<file path="src/design/ste_pkg.sv">
`default_nettype none
package ste_pkg;

  typedef struct packed {
    logic [3:0] opcode;
    logic [3:0] qubit_a;
    logic [3:0] qubit_b;
  } ste_in_t;

  typedef struct packed {
    logic outcome;
    logic deterministic;
    logic error;
  } ste_out_t;

  localparam logic [3:0] OpReset = 4'd0;
  localparam logic [3:0] OpH     = 4'd1;
  localparam logic [3:0] OpS     = 4'd2;
  localparam logic [3:0] OpSdg   = 4'd3;
  localparam logic [3:0] OpX     = 4'd4;
  localparam logic [3:0] OpY     = 4'd5;
  localparam logic [3:0] OpZ     = 4'd6;
  localparam logic [3:0] OpCnot  = 4'd7;
  localparam logic [3:0] OpCz    = 4'd8;
  localparam logic [3:0] OpSwap  = 4'd9;
  localparam logic [3:0] OpMeas  = 4'd10;
  localparam logic [3:0] OpQuery = 4'd11;

  localparam int unsigned CfgQubits = 0;
  localparam int unsigned CfgSeed   = 1;

  // Phase exponent (mod 4) of P1*P2 for one qubit.
  function automatic logic [1:0] gphase(input logic x1, input logic z1,
                                        input logic x2, input logic z2);
    logic [1:0] g;
    begin
      g = 2'd0;
      if (x1 && z1) begin
        g = 2'({1'b0, z2} - {1'b0, x2});
      end else if (x1) begin
        if (z2) g = x2 ? 2'd1 : 2'd3;
      end else if (z1) begin
        if (x2) g = z2 ? 2'd3 : 2'd1;
      end
      return g;
    end
  endfunction

  function automatic logic [31:0] xorshift(input logic [31:0] s);
    logic [31:0] t;
    begin
      t = s ^ (s << 13);
      t = t ^ (t >> 17);
      t = t ^ (t << 5);
      return t;
    end
  endfunction

endpackage
`default_nettype wire

</file>
<file path="src/design/stabilizer_tableau_engine_unit.sv">
`default_nettype none
// Channel  | signals                        | transfer
// cmd in   | start_i, busy_o, cmd_i         | start_i & !busy_o
// result   | done_o, res_o                  | done_o (one cycle, no stall)
// config   | cfg_we_i, cfg_idx_i, cfg_data_i | cfg_we_i
//
// Rows live in one synchronous RAM (2*MAX_QUBITS entries, registered read).
// Rows are swept one at a time: each is read, then modified and written back.
// Gates: one pass over all 2n rows; Sdg, CZ and SWAP take three passes, and
// a done state ends the command. Measure: a pivot scan over the stabilizer
// rows, then a rowsum sweep that multiplies rows by the source row, adding
// up the phase qubit by qubit.
// Reset (tableau to identity, opcode or qubits_in_use write) clears all
// 2*MAX_QUBITS rows. After rst_ni the block runs this clear before taking
// commands. The receiver cannot stall; done_o pulses once per command.
module stabilizer_tableau_engine_unit #(
  parameter int unsigned MAX_QUBITS = 16
) (
  input  wire logic            clk_i,
  input  wire logic            rst_ni,
  input  wire logic            start_i,
  output      logic            busy_o,
  input  wire ste_pkg::ste_in_t cmd_i,
  output      logic            done_o,
  output      ste_pkg::ste_out_t res_o,
  input  wire logic            cfg_we_i,
  input  wire logic            cfg_idx_i,
  input  wire logic [31:0]     cfg_data_i
);
  import ste_pkg::*;

  localparam int unsigned NR = 2 * MAX_QUBITS;
  localparam int unsigned RW = $clog2(NR);
  localparam int unsigned QW = $clog2(MAX_QUBITS + 1);
  localparam int unsigned CW = (MAX_QUBITS > 1) ? $clog2(MAX_QUBITS) : 1;
  localparam int unsigned PW = 1 + MAX_QUBITS + MAX_QUBITS;

  // state codes
  localparam logic [3:0] StIdle  = 4'd0;
  localparam logic [3:0] StClr   = 4'd1;
  localparam logic [3:0] StGRd   = 4'd2;  // gate sweep: issue read
  localparam logic [3:0] StGWr   = 4'd3;  // gate sweep: modify, write
  localparam logic [3:0] StPvt   = 4'd4;  // pivot scan
  localparam logic [3:0] StPRd   = 4'd5;  // load pivot/source row
  localparam logic [3:0] StPLd   = 4'd6;
  localparam logic [3:0] StMRd   = 4'd7;  // rowsum sweep: read target
  localparam logic [3:0] StMMul  = 4'd8;  // phase accumulate over qubits
  localparam logic [3:0] StMWr   = 4'd9;
  localparam logic [3:0] StFin   = 4'd10; // finish random measurement
  localparam logic [3:0] StDone  = 4'd11;

  // row layout {r, z, x}
  logic [PW-1:0] mem_q [NR];
  logic [PW-1:0] rd_q;
  logic          we;
  logic [RW-1:0] waddr, raddr;
  logic [PW-1:0] wdata;

  always_ff @(posedge clk_i) begin
    if (we) mem_q[waddr] <= wdata;
    rd_q <= mem_q[raddr];
  end

  logic [3:0]           st_q, st_d;
  logic [QW-1:0]        n_q;
  logic [31:0]          seed_q, rng_q, rng_d;
  logic [3:0]           op_q;
  logic [CW-1:0]        a_q, b_q;
  logic [RW:0]          i_q, i_d;        // row counter
  logic [RW-1:0]        piv_q, piv_d;
  logic                 pf_q, pf_d;      // pivot found
  logic [MAX_QUBITS-1:0] sx_q, sz_q, sx_d, sz_d;  // source (pivot) row
  logic                 sr_q, sr_d;
  logic [MAX_QUBITS-1:0] hx_q, hz_q, hx_d, hz_d;  // accumulator / target
  logic                 hr_q, hr_d;
  logic [1:0]           ph_q, ph_d;
  logic [CW:0]          j_q, j_d;
  logic [2:0]           sw_q, sw_d;      // sub-pass for compound gates
  logic                 busy_q;
  ste_out_t             res_q, res_d;
  logic                 done_q, done_d;
  logic                 done_pending_q;

  logic [RW:0] nrows;
  assign nrows = (RW+1)'({n_q, 1'b0});

  logic [QW-1:0] n_cfg;
  always_comb begin
    if (cfg_data_i[4:0] == 5'd0) n_cfg = QW'(1);
    else if ({27'd0, cfg_data_i[4:0]} > MAX_QUBITS) n_cfg = QW'(MAX_QUBITS);
    else n_cfg = QW'(cfg_data_i[4:0]);
  end

  // command decode
  logic one_q, two_q, err_c;
  always_comb begin
    two_q = (cmd_i.opcode == OpCnot) || (cmd_i.opcode == OpCz) ||
            (cmd_i.opcode == OpSwap);
    one_q = (cmd_i.opcode >= OpH && cmd_i.opcode <= OpZ) ||
            (cmd_i.opcode == OpMeas) || (cmd_i.opcode == OpQuery);
    err_c = ((one_q || two_q) && ({1'b0, cmd_i.qubit_a} >= 5'(n_q))) ||
            (two_q && ({1'b0, cmd_i.qubit_b} >= 5'(n_q)));
  end

  // identity row for index i
  function automatic logic [PW-1:0] id_row(input logic [RW:0] i,
                                           input logic [QW-1:0] n);
    logic [MAX_QUBITS-1:0] x, z;
    begin
      x = '0; z = '0;
      if (i < (RW+1)'(n)) x[i[CW-1:0]] = 1'b1;
      else if (i < (RW+1)'({n, 1'b0})) z[CW'(i - (RW+1)'(n))] = 1'b1;
      return {1'b0, z, x};
    end
  endfunction

  // single-qubit / two-qubit primitive on one row; kind selects op
  localparam logic [2:0] PH = 3'd0, PS = 3'd1, PCX = 3'd2, PX = 3'd3,
                         PY = 3'd4, PZ = 3'd5;
  function automatic logic [PW-1:0] prim(input logic [PW-1:0] row,
      input logic [2:0] k, input logic [CW-1:0] c, input logic [CW-1:0] t);
    logic [MAX_QUBITS-1:0] x, z;
    logic r, xc, zc, xt, zt;
    begin
      x = row[MAX_QUBITS-1:0];
      z = row[2*MAX_QUBITS-1:MAX_QUBITS];
      r = row[PW-1];
      xc = x[c]; zc = z[c]; xt = x[t]; zt = z[t];
      unique case (k)
        PH: begin r = r ^ (xc & zc); x[c] = zc; z[c] = xc; end
        PS: begin r = r ^ (xc & zc); z[c] = zc ^ xc; end
        PCX: begin
          r = r ^ (xc & zt & ~(xt ^ zc));
          x[t] = xt ^ xc; z[c] = zc ^ zt;
        end
        PX: r = r ^ zc;
        PY: r = r ^ zc ^ xc;
        PZ: r = r ^ xc;
        default: ;
      endcase
      return {r, z, x};
    end
  endfunction

  // sub-pass plan: number of passes and the primitive for pass sw
  logic [2:0] npass;
  logic [2:0] pk;
  logic [CW-1:0] pc, pt;
  always_comb begin
    npass = 3'd1; pk = PH; pc = a_q; pt = b_q;
    unique case (op_q)
      OpH:   pk = PH;
      OpS:   pk = PS;
      OpSdg: begin npass = 3'd3; pk = PS; end
      OpX:   pk = PX;
      OpY:   pk = PY;
      OpZ:   pk = PZ;
      OpCnot: pk = PCX;
      OpCz: begin
        npass = 3'd3;
        if (sw_q == 3'd1) pk = PCX; else begin pk = PH; pc = b_q; end
      end
      OpSwap: begin
        npass = 3'd3; pk = PCX;
        if (sw_q == 3'd1) begin pc = b_q; pt = a_q; end
      end
      default: ;
    endcase
  end

  logic [RW-1:0] irow;
  assign irow = i_q[RW-1:0];

  always_comb begin
    st_d = st_q; i_d = i_q; piv_d = piv_q; pf_d = pf_q;
    sx_d = sx_q; sz_d = sz_q; sr_d = sr_q;
    hx_d = hx_q; hz_d = hz_q; hr_d = hr_q; ph_d = ph_q; j_d = j_q;
    sw_d = sw_q; rng_d = rng_q; res_d = res_q; done_d = 1'b0;
    we = 1'b0; waddr = irow; wdata = '0; raddr = irow;
    unique case (st_q)
      StIdle: ;
      StClr: begin
        we = 1'b1; wdata = id_row(i_q, n_q);
        if (i_q == (RW+1)'(NR - 1)) st_d = StDone;
        else i_d = i_q + 1'b1;
      end
      StGRd: st_d = StGWr;
      StGWr: begin
        we = 1'b1; wdata = prim(rd_q, pk, pc, pt);
        if (i_q + 1'b1 == nrows) begin
          i_d = '0;
          if (sw_q + 3'd1 == npass) st_d = StDone;
          else begin sw_d = sw_q + 3'd1; st_d = StGRd; end
        end else begin
          i_d = i_q + 1'b1; st_d = StGRd;
        end
        raddr = RW'(i_d);
      end
      StPvt: begin
        // rd_q holds row i_q-1 once i_q > n
        if (i_q > (RW+1)'(n_q) && rd_q[a_q] && !pf_q) begin
          pf_d = 1'b1; piv_d = RW'(i_q - 1'b1);
        end
        if (i_q == nrows) begin
          st_d = StPRd; i_d = '0;
          res_d.deterministic = ~pf_d;
          if (op_q == OpQuery) st_d = StDone;
          else if (!pf_d) begin
            hx_d = '0; hz_d = '0; hr_d = 1'b0;
            st_d = StMRd;
          end
          raddr = piv_d;
        end else begin
          i_d = i_q + 1'b1;
        end
      end
      StPRd: begin raddr = piv_q; st_d = StPLd; end  // hold pivot read
      StPLd: begin
        sx_d = rd_q[MAX_QUBITS-1:0];
        sz_d = rd_q[2*MAX_QUBITS-1:MAX_QUBITS];
        sr_d = rd_q[PW-1];
        i_d = '0; raddr = '0; st_d = StMRd;
      end
      StMRd: begin
        // deterministic: scan destab row i (need x bit), source stab n+i
        // random: target row i, source = pivot
        if (pf_q) begin
          if (i_q == nrows) st_d = StFin;
          else begin raddr = irow; st_d = StMMul; j_d = '0; sw_d = 3'd0; end
        end else begin
          if (i_q == (RW+1)'(n_q)) begin
            res_d.outcome = hr_q; st_d = StDone;
          end else begin
            raddr = irow; st_d = StMMul; j_d = '0; sw_d = 3'd0;
          end
        end
      end
      StMMul: begin
        // sw 0: data of read arrives
        if (sw_q == 3'd0) begin
          if (!rd_q[a_q] || (pf_q && irow == piv_q)) begin
            i_d = i_q + 1'b1; st_d = StMRd;
          end else if (pf_q) begin
            hx_d = rd_q[MAX_QUBITS-1:0];
            hz_d = rd_q[2*MAX_QUBITS-1:MAX_QUBITS];
            hr_d = rd_q[PW-1];
            ph_d = {hr_d, 1'b0} + {sr_q, 1'b0};
            sw_d = 3'd2;
          end else begin
            raddr = RW'(i_q + (RW+1)'(n_q)); sw_d = 3'd1;
          end
        end else if (sw_q == 3'd1) begin
          sx_d = rd_q[MAX_QUBITS-1:0];
          sz_d = rd_q[2*MAX_QUBITS-1:MAX_QUBITS];
          sr_d = rd_q[PW-1];
          ph_d = {hr_q, 1'b0} + {sr_d, 1'b0};
          sw_d = 3'd3;
        end else begin
          ph_d = ph_q + gphase(sx_q[j_q[CW-1:0]], sz_q[j_q[CW-1:0]],
                               hx_q[j_q[CW-1:0]], hz_q[j_q[CW-1:0]]);
          if (j_q + 1'b1 == (CW+1)'(n_q)) begin
            hr_d = ph_d[1]; hx_d = hx_q ^ sx_q; hz_d = hz_q ^ sz_q;
            if (sw_q == 3'd2) st_d = StMWr;
            else begin i_d = i_q + 1'b1; st_d = StMRd; end
          end else j_d = j_q + 1'b1;
        end
      end
      StMWr: begin
        we = 1'b1; wdata = {hr_q, hz_q, hx_q};
        i_d = i_q + 1'b1; st_d = StMRd;
      end
      StFin: begin
        // copy pivot to destab p-n, then write Z_a with random phase
        if (sw_q != 3'd7) begin
          we = 1'b1; waddr = RW'(piv_q - RW'(n_q));
          wdata = {sr_q, sz_q, sx_q}; sw_d = 3'd7;
          rng_d = xorshift(rng_q);
        end else begin
          we = 1'b1; waddr = piv_q;
          wdata = '0; wdata[MAX_QUBITS + a_q] = 1'b1; wdata[PW-1] = rng_q[31];
          res_d.outcome = rng_q[31]; st_d = StDone;
        end
      end
      StDone: begin done_d = 1'b1; st_d = StIdle; end
      default: st_d = StIdle;
    endcase

    if (st_q == StIdle && start_i) begin
      res_d = '0; i_d = '0; sw_d = '0; pf_d = 1'b0;
      if (err_c) begin res_d.error = 1'b1; st_d = StDone; end
      else begin
        unique case (cmd_i.opcode)
          OpReset: st_d = StClr;
          OpH, OpS, OpSdg, OpX, OpY, OpZ: st_d = StGRd;
          OpCnot, OpCz, OpSwap:
            st_d = (cmd_i.qubit_a == cmd_i.qubit_b) ? StDone : StGRd;
          OpMeas, OpQuery: st_d = StPvt;
          default: st_d = StDone;
        endcase
      end
    end
  end

  always_ff @(posedge clk_i or negedge rst_ni) begin
    if (!rst_ni) begin
      st_q <= StClr; i_q <= '0; n_q <= QW'(MAX_QUBITS);
      seed_q <= 32'd1; rng_q <= 32'd1; done_q <= 1'b0; res_q <= '0;
      busy_q <= 1'b1; sw_q <= '0; pf_q <= 1'b0;
      op_q <= OpReset; a_q <= '0; b_q <= '0;
    end else begin
      st_q <= st_d; i_q <= i_d; rng_q <= rng_d; done_q <= done_d;
      res_q <= res_d; sw_q <= sw_d; pf_q <= pf_d;
      busy_q <= (st_d != StIdle);
      if (st_q == StIdle && start_i) begin
        op_q <= cmd_i.opcode;
        a_q <= CW'(cmd_i.qubit_a); b_q <= CW'(cmd_i.qubit_b);
      end
      if (cfg_we_i) begin
        if (cfg_idx_i == 1'(CfgSeed)) begin
          seed_q <= cfg_data_i;
          rng_q <= (cfg_data_i == 32'd0) ? 32'd1 : cfg_data_i;
        end else begin
          n_q <= n_cfg; st_q <= StClr; i_q <= '0; busy_q <= 1'b1;
        end
      end
      if (st_q == StClr && st_d == StDone && !(cfg_we_i && cfg_idx_i == 1'(CfgQubits)))
        begin
        st_q <= StIdle; busy_q <= 1'b0;  // silent after config/reset clear
        if (op_q == OpReset && done_pending_q) begin
          st_q <= StDone; busy_q <= 1'b1;
        end
      end
    end
  end

  // clear after reset/config produces no result; opcode reset does
  always_ff @(posedge clk_i or negedge rst_ni) begin
    if (!rst_ni) done_pending_q <= 1'b0;
    else if (cfg_we_i && cfg_idx_i == 1'(CfgQubits)) done_pending_q <= 1'b0;
    else if (st_q == StIdle && start_i) done_pending_q <= 1'b1;
    else if (st_q == StDone) done_pending_q <= 1'b0;
  end

  always_ff @(posedge clk_i) begin
    piv_q <= piv_d; sx_q <= sx_d; sz_q <= sz_d; sr_q <= sr_d;
    hx_q <= hx_d; hz_q <= hz_d; hr_q <= hr_d; ph_q <= ph_d; j_q <= j_d;
  end

  logic unused_seed;
  assign unused_seed = ^seed_q;

  assign busy_o = busy_q | unused_seed & 1'b0;
  assign done_o = done_q;
  assign res_o  = res_q;
endmodule
`default_nettype wire
</file>
<file path="config.mk">
export PLATFORM = sky130hd
export DESIGN_NAME = stabilizer_tableau_engine_unit
export DESIGN_NICKNAME = d
export VERILOG_FILES = /design/src/design/ste_pkg.sv /design/src/design/stabilizer_tableau_engine_unit.sv
export SDC_FILE = /design/constraint.sdc
export NUM_CORES = 2
export LEC_CHECK = 0
export ABC_AREA = 1
export BUFFER_PORTS_ARGS = -buffer_cell sky130_fd_sc_hd__buf_2
export CAP_MARGIN = 10
export CORE_ASPECT_RATIO = 0.7
export CORE_MARGIN = 3
export CORE_UTILIZATION = 40
export CTS_CLUSTER_SIZE = 25
export DETAILED_ROUTE_END_ITERATION = 12
export GPL_TIMING_DRIVEN = 0
export PLACE_DENSITY_LB_ADDON = 0.15
export SETUP_SLACK_MARGIN = 0.3
export SYNTH_ARGS = -nofsm -noshare
export SYNTH_HDL_FRONTEND = slang
export SYNTH_SLANG_ARGS = --single-unit
</file>
<file path="constraint.sdc">
create_clock -name clk_i -period 7.7 [get_ports clk_i]
set_input_delay 1.155 -clock clk_i [delete_from_list [all_inputs] [get_ports clk_i]]
set_output_delay 1.155 -clock clk_i [all_outputs]
set_load 0.005 [all_outputs]
</file>
Word level (Yosys, flattened, before mapping). Memories as Yosys holds them, arrays and structs flattened. A register that Yosys moved wholly into a read port is not among the register bits. Index checks and enable logic that the tools add are counted. Widths: inputs -> output; s select.

$lt $le $gt $ge: 20. Reductions and logical operators: 60. Add/subtract/negate cells: 12. Equal/unequal tests: 73. Multiplexer cells: 188. Bitwise logic cells: 20.

Operators with widths (number): $mux 16 (20); $mux 32 (5); $pmux 16 s2 (5); $pmux 33 s4 (1); $mux 4 (22); $bwmux 16 (5); $mux 5 (15); $mux 6 (11); $xor 32x32->32 (2); $eq 4x3->1 const B (12); $eq 4x4->1 const B (12); $pmux 16 s3 (1); $mux 1 (45); $mux 2 (20); $pmux 4 s10 (1); $ne 3x3->1 const B (13); $bmux 1 s4 (9); $pmux 6 s6 (1); $mux 3 (11); $mux 33 (1); $logic_not 32->1 (1); $xor 16x16->16 (2); $xor 32x15->32 (1); $lt 4x5->1 const B (5); 65 further kinds (152).

Memories kept: 1. Output and inout bits: 5. Input port bits: 49. RAM bits: 1056. Flip-flop bits (word level): 147. Word-level logic and storage cells: 398.

Memories: mem_q (words 32, bits a word 33, read ports 1, clocked after Yosys merged registers in 1, write ports 1, RTL line stabilizer_tableau_engine_unit.sv:53) `logic [PW-1:0] mem_q [NR];`.

Logic depth before layout (Yosys ltp).
Depth in word-level cells: 15. Mapped depth: 25. Mapped depth without buffers: 24.

Least setup slack after synthesis. OpenSTA, ideal clock, no wires.

Kind: register to register. From: reg n_q[4]. To: reg hr_q (enable). Arrival: 7392 ps. Required time: 7099 ps. Cell stages (with the launch flop): 15. Clock period less this slack: 7993 ps. Setup time: 601 ps. Setup slack: -293 ps. Cells stage by stage: dfstp_2 clkbuf_1 inv_1 ha_1 inv_1 nor2_1 nand3_1 nor2_1 nor2_1 nor2_1 nand2_1 nand2_1 nand2_1 o21ai_0 a2111oi_0.

Cells in the longest elaborated chain, start to end: 7. Elaborated cells on any way between the ends: 11.

Ends and longest elaborated chain: from (decl) (RTL line stabilizer_tableau_engine_unit.sv:65) `logic [QW-1:0] n_q;`; from (signal assigned) (RTL line stabilizer_tableau_engine_unit.sv:306) `st_q <= StClr; i_q <= '0; n_q <= QW'(MAX_QUBITS);`; from (signal assigned) (RTL line stabilizer_tableau_engine_unit.sv:323) `n_q <= n_cfg; st_q <= StClr; i_q <= '0; busy_q <= 1'b1;`; $gt 6x5->1 (RTL line stabilizer_tableau_engine_unit.sv:201) `if (i_q > (RW+1)'(n_q) && rd_q[a_q] && !pf_q) begin`; $logic_and 1x1->1 (2 in a row) (RTL line stabilizer_tableau_engine_unit.sv:201); $mux 1 (RTL line stabilizer_tableau_engine_unit.sv:201); $mux 1 (RTL line stabilizer_tableau_engine_unit.sv:180) `unique case (st_q)`; $ne 2x2->1 (no source line); $reduce_and 8->1 (no source line) (*); to (signal assigned) (RTL line stabilizer_tableau_engine_unit.sv:346) `hx_q <= hx_d; hz_q <= hz_d; hr_q <= hr_d; ph_q <= ph_d; j_q <= j_d;`; to (decl) (RTL line stabilizer_tableau_engine_unit.sv:75) `logic hr_q, hr_d;`.

Mark *: on every way between the ends. The rest lies on a longest branch, timed or not. The select of a mux whose other input is x is not followed. A chain may end at the register's enable or synchronous reset.

Final worst setup path.
From: reg n_q[4]. To: reg rd_q[4], read port of mem_q.

Cells in the longest elaborated chain, start to end: 6. Elaborated cells on any way between the ends: 13.

Ends and longest elaborated chain: $gt 6x5->1 (RTL line stabilizer_tableau_engine_unit.sv:201); $logic_and 1x1->1 (2 in a row) (RTL line stabilizer_tableau_engine_unit.sv:201); $mux 5 (RTL line stabilizer_tableau_engine_unit.sv:201); $mux 5 (RTL line stabilizer_tableau_engine_unit.sv:204) `if (i_q == nrows) begin`; $pmux 5 s5 (*) (RTL line stabilizer_tableau_engine_unit.sv:180); to (decl) (RTL line stabilizer_tableau_engine_unit.sv:54) `logic [PW-1:0] rd_q;`.

Mark *: on every way between the ends. The rest lies on a longest branch, timed or not.

==> results.ini <==
[yosys]
synth_seq_cells = 1236
synth_edf_count = 1134
synth_top_family_by_area = simple AND/OR/NAND/NOR gates
synthArstFlopShare_pct = 5.58
synth_xor_area_share_pct = 1.63
synth-seq-area-share_pct = 60.5
synth.mux.area_fraction_pct = 0
synthCells = 6229
synthAdderAreaFrac_pct = 0.952
synthesis.nets = 6322
synth_compound_area_share_pct = 4.97
ys_types = 56
synthSimpleGateAreaFrac_pct = 24.8
yosys_warnings = 0
synth_ff_type = edfxtp_1
syn_area_mm2 = 0.0602
syn_area_per_cell_um2 = 9.67

[detailed_routing]
drc = 0
vias_per_cell = 5.75
postRouteAntennaNets = 0
dr.first_iter.drc_count = 7666
firstDrtPassIters = 8
vias = 49300
wire_per_inst_um = 28.5
wl_um = 245000

[critical_path]
slowest_stage = a21oi_4
critPathRequiredTime_ps = 8270
worstPathMaxFanout = 10
crit_path_cell_trace = clkbuf_1, inv_1, ha_1, inv_1, nor2_1, nand3_1, nor3_1, nor2_1, nand3_4, o21ai_1, nand2_1, nand3_1, a21oi_4, buf_2, buf_2, nand3_1, nand3_1, nand2_1, nand2_1, nand2_1
critical-path-max-stage-delay_ps = 620
crit_path_start_kind = register
critical_path_class = reg -> reg
critPathArrivalTime_ps = 6870
cp-end-kind = register

[timing]
rsz0062_at_grt = false
finalHoldViolations = 0
timing.final.crit_share_pct = 81.8
setup_viol = 0
finClkSkew_ps = 36.3
finalMaxSlewViolations = 0
setup_ws_ps = 1400
max_freq_mhz = 159
worst_pin_slew_ps = 1320
slew_headroom_pct = 11.8
period_needed_ps = 6300

[layout]
fin_nets = 6578
drive_above_1_share_pct = 9.30
areaGrowthSynthToFinish_pct = 14.4

[grt]
track_usage_pct = 30.9
grt_pass1_wl_um = 337000
antenna_found_initial = 23
grt_overflow = 0
grt_max_degree = 59
grt_pass1_vias = 43700

[min_path]
min_path_type = in -> async

[placed_design]
hpwl_um = 181000
dp_worst_setup_slack_ps = 1750
port_buffers = 53
gp_congestion = 1.02

[floorplan]
num_io_pins = 54
die_height_um = 331
start_util_pct = 40.5
die_w_um = 470
core_mm2 = 0.149
die_area_mm2 = 0.155
row_count = 118

[cts]
clk_latency_ps = 790
cts_hold_buf = 0
cts.sinks = 1236
post-cts-setup-buffer-count = 0
path_clk_slew_ps = 70
cts_tree = yes
cts_buffers = 132
htreeDepth = 4
cts_root_buffer = clkbuf_16
ctsLongestPathBuffers = 3
post_cts_resized = 0

[run]
cap_viol_max_count = 0

[status]
outcome = finished clean

## worst paths after layout
kind                                     from                  end  slack, ps  cells past startpoint
max                        n_q[4]$_DFFE_PN1P_      rd_q[4]$_DFF_P_       1400                     20
min                                    rst_ni  rng_q[15]$_DFF_PN0_        230                      1
max reg2reg                n_q[4]$_DFFE_PN1P_      rd_q[4]$_DFF_P_       1400                     20
min reg2reg                   rd_q[7]$_DFF_P_    sx_q[7]$_DFFE_PP_        440                      0
max in group asynchronous              rst_ni    st_q[0]$_DFF_PN1_       6840                      2
min in group clk_i            rd_q[7]$_DFF_P_    sx_q[7]$_DFFE_PP_        440                      0
## metal layers
layer	vias up	track usage (%)	share of wire (%)
met4	18	8.05	2.6
met1	24100	48.9	46
li1	21800	-	-
met5	-	1.31	0.15
met3	318	13.7	16
met2	3015	36.4	35
## cell usage in the layout (no fill, tap or decap), types with 19 or more instances in the layout
cell type	n
a21oi_1	136
a221oi_1	19
o221ai_1	21
o22ai_1	56
o21ai_1	54
dfrtp_1	65
nand3b_1	264
o211ai_1	29
nand3_1	1139
ha_1	41
clkbuf_1	185
clkinv_1	31
xnor2_1	56
inv_2	24
xor2_1	53
o21ai_0	157
nor2_4	34
edfxtp_1	1134
nor2_1	179
inv_1	693
clkbuf_16	135
dfxtp_1	33
buf_12	49
nand2_2	34
buf_2	225
nand2_1	1519
nand4_1	30
## cell families (layout without fill, tap and decap cells)
| group | after synthesis | count (layout) |
|---|---|---|
| AO/OA/AOI/OAI | 514 | 514 |
| XOR/XNOR | 110 | 110 |
| buffers and inverters | 1076 | 1435 |
| other | 0 | 6 |
| AND/OR/NAND/NOR | 3249 | 3249 |
| flip-flops | 1236 | 1236 |
| adder cells (fa/ha/maj) | 44 | 44 |
## stage by stage
| stage | cells | util, % | TNS [ps] | hold WS [ps] | cell area [µm²] |
|---|---|---|---|---|---|
| 6_report | 8574 | 46.4 | 0 | 232 | 68900 |
| 3_5_place_dp | 8331 | 43.5 | 0 | 417 | 64700 |
| 3_3_place_gp | 8262 | 42.4 | -88360 | 415 | 63000 |
| 4_1_cts | 8568 | 46.3 | 0 | 181 | 68900 |
| 5_1_grt | 8568 | 46.3 | 0 | 215 | 68900 |
| 2_1_floorplan | 6229 | - | 0 | 408 | 60200 |
## flip-flops by register name (all words and copies together), names as in the netlist, 5 cells and up
| signal | flops |
|---|---|
| hx_q | 16 |
| hz_q | 16 |
| i_q | 6 |
| j_q | 5 |
| mem_q | 1056 |
| n_q | 5 |
| piv_q | 5 |
| rd_q | 33 |
| rng_q | 32 |
| sx_q | 16 |
| sz_q | 16 |
## worst max-delay path, delay by kind of cell, from the launching register on
family                   cells  cell delay [ps]
AND/OR/NAND/NOR             12             2490
buffers and inverters        5             1860
AO/OA/AOI/OAI                2              790
flip-flops                   1              520
adder cells (fa/ha/maj)      1              390
## layout make-up
cell class | instances | area, µm²
fillers | 14100 | 79800
flip-flops and latches | 1236 | 36400
multi-input cells | 3917 | 19800
clock buffers | 171 | 3540
inverters | 724 | 2720
well taps | 1980 | 2480
repair buffers | 122 | 1680
plain buffers | 352 | 1610
clock inverters | 66 | 656
diodes | 6 | 15.0
## cell usage after synthesis, types with 3 or more instances
library cell / count / area (µm²)
clkinv_1: 7 / 26.3
nand2_1: 1542 / 5790
nand3_1: 1141 / 5710
o22ai_1: 56 / 350
a21o_1: 9 / 67.6
o21ai_0: 157 / 786
nand3b_1: 264 / 1980
o21ai_1: 54 / 270
o2111ai_1: 4 / 35.0
xor2_1: 53 / 464
inv_1: 693 / 2600
buf_6: 6 / 67.6
nand4_1: 30 / 188
nor2_2: 8 / 50.1
o221ai_1: 21 / 184
nor3_1: 11 / 55.1
buf_4: 6 / 45.0
o211ai_1: 29 / 218
inv_2: 24 / 90.1
nor4_1: 16 / 100
buf_2: 171 / 856
dfxtp_1: 33 / 661
and2_1: 3 / 18.8
dfrtp_1: 65 / 1630
a22oi_1: 11 / 82.6
clkbuf_1: 154 / 578
dfstp_2: 4 / 105
buf_1: 15 / 56.3
ha_1: 41 / 513
a31oi_1: 3 / 18.8
a21oi_1: 136 / 681
fa_1: 3 / 60.1
a221oi_1: 19 / 166
nor2_1: 211 / 792
nand3_4: 3 / 52.6
edfxtp_1: 1134 / 34100
xnor2_1: 56 / 490
nand2_2: 11 / 68.8
Power is left out: the tool's default activity adds up to more than one toggle a clock period on the data nets, which glitch-free logic cannot reach.
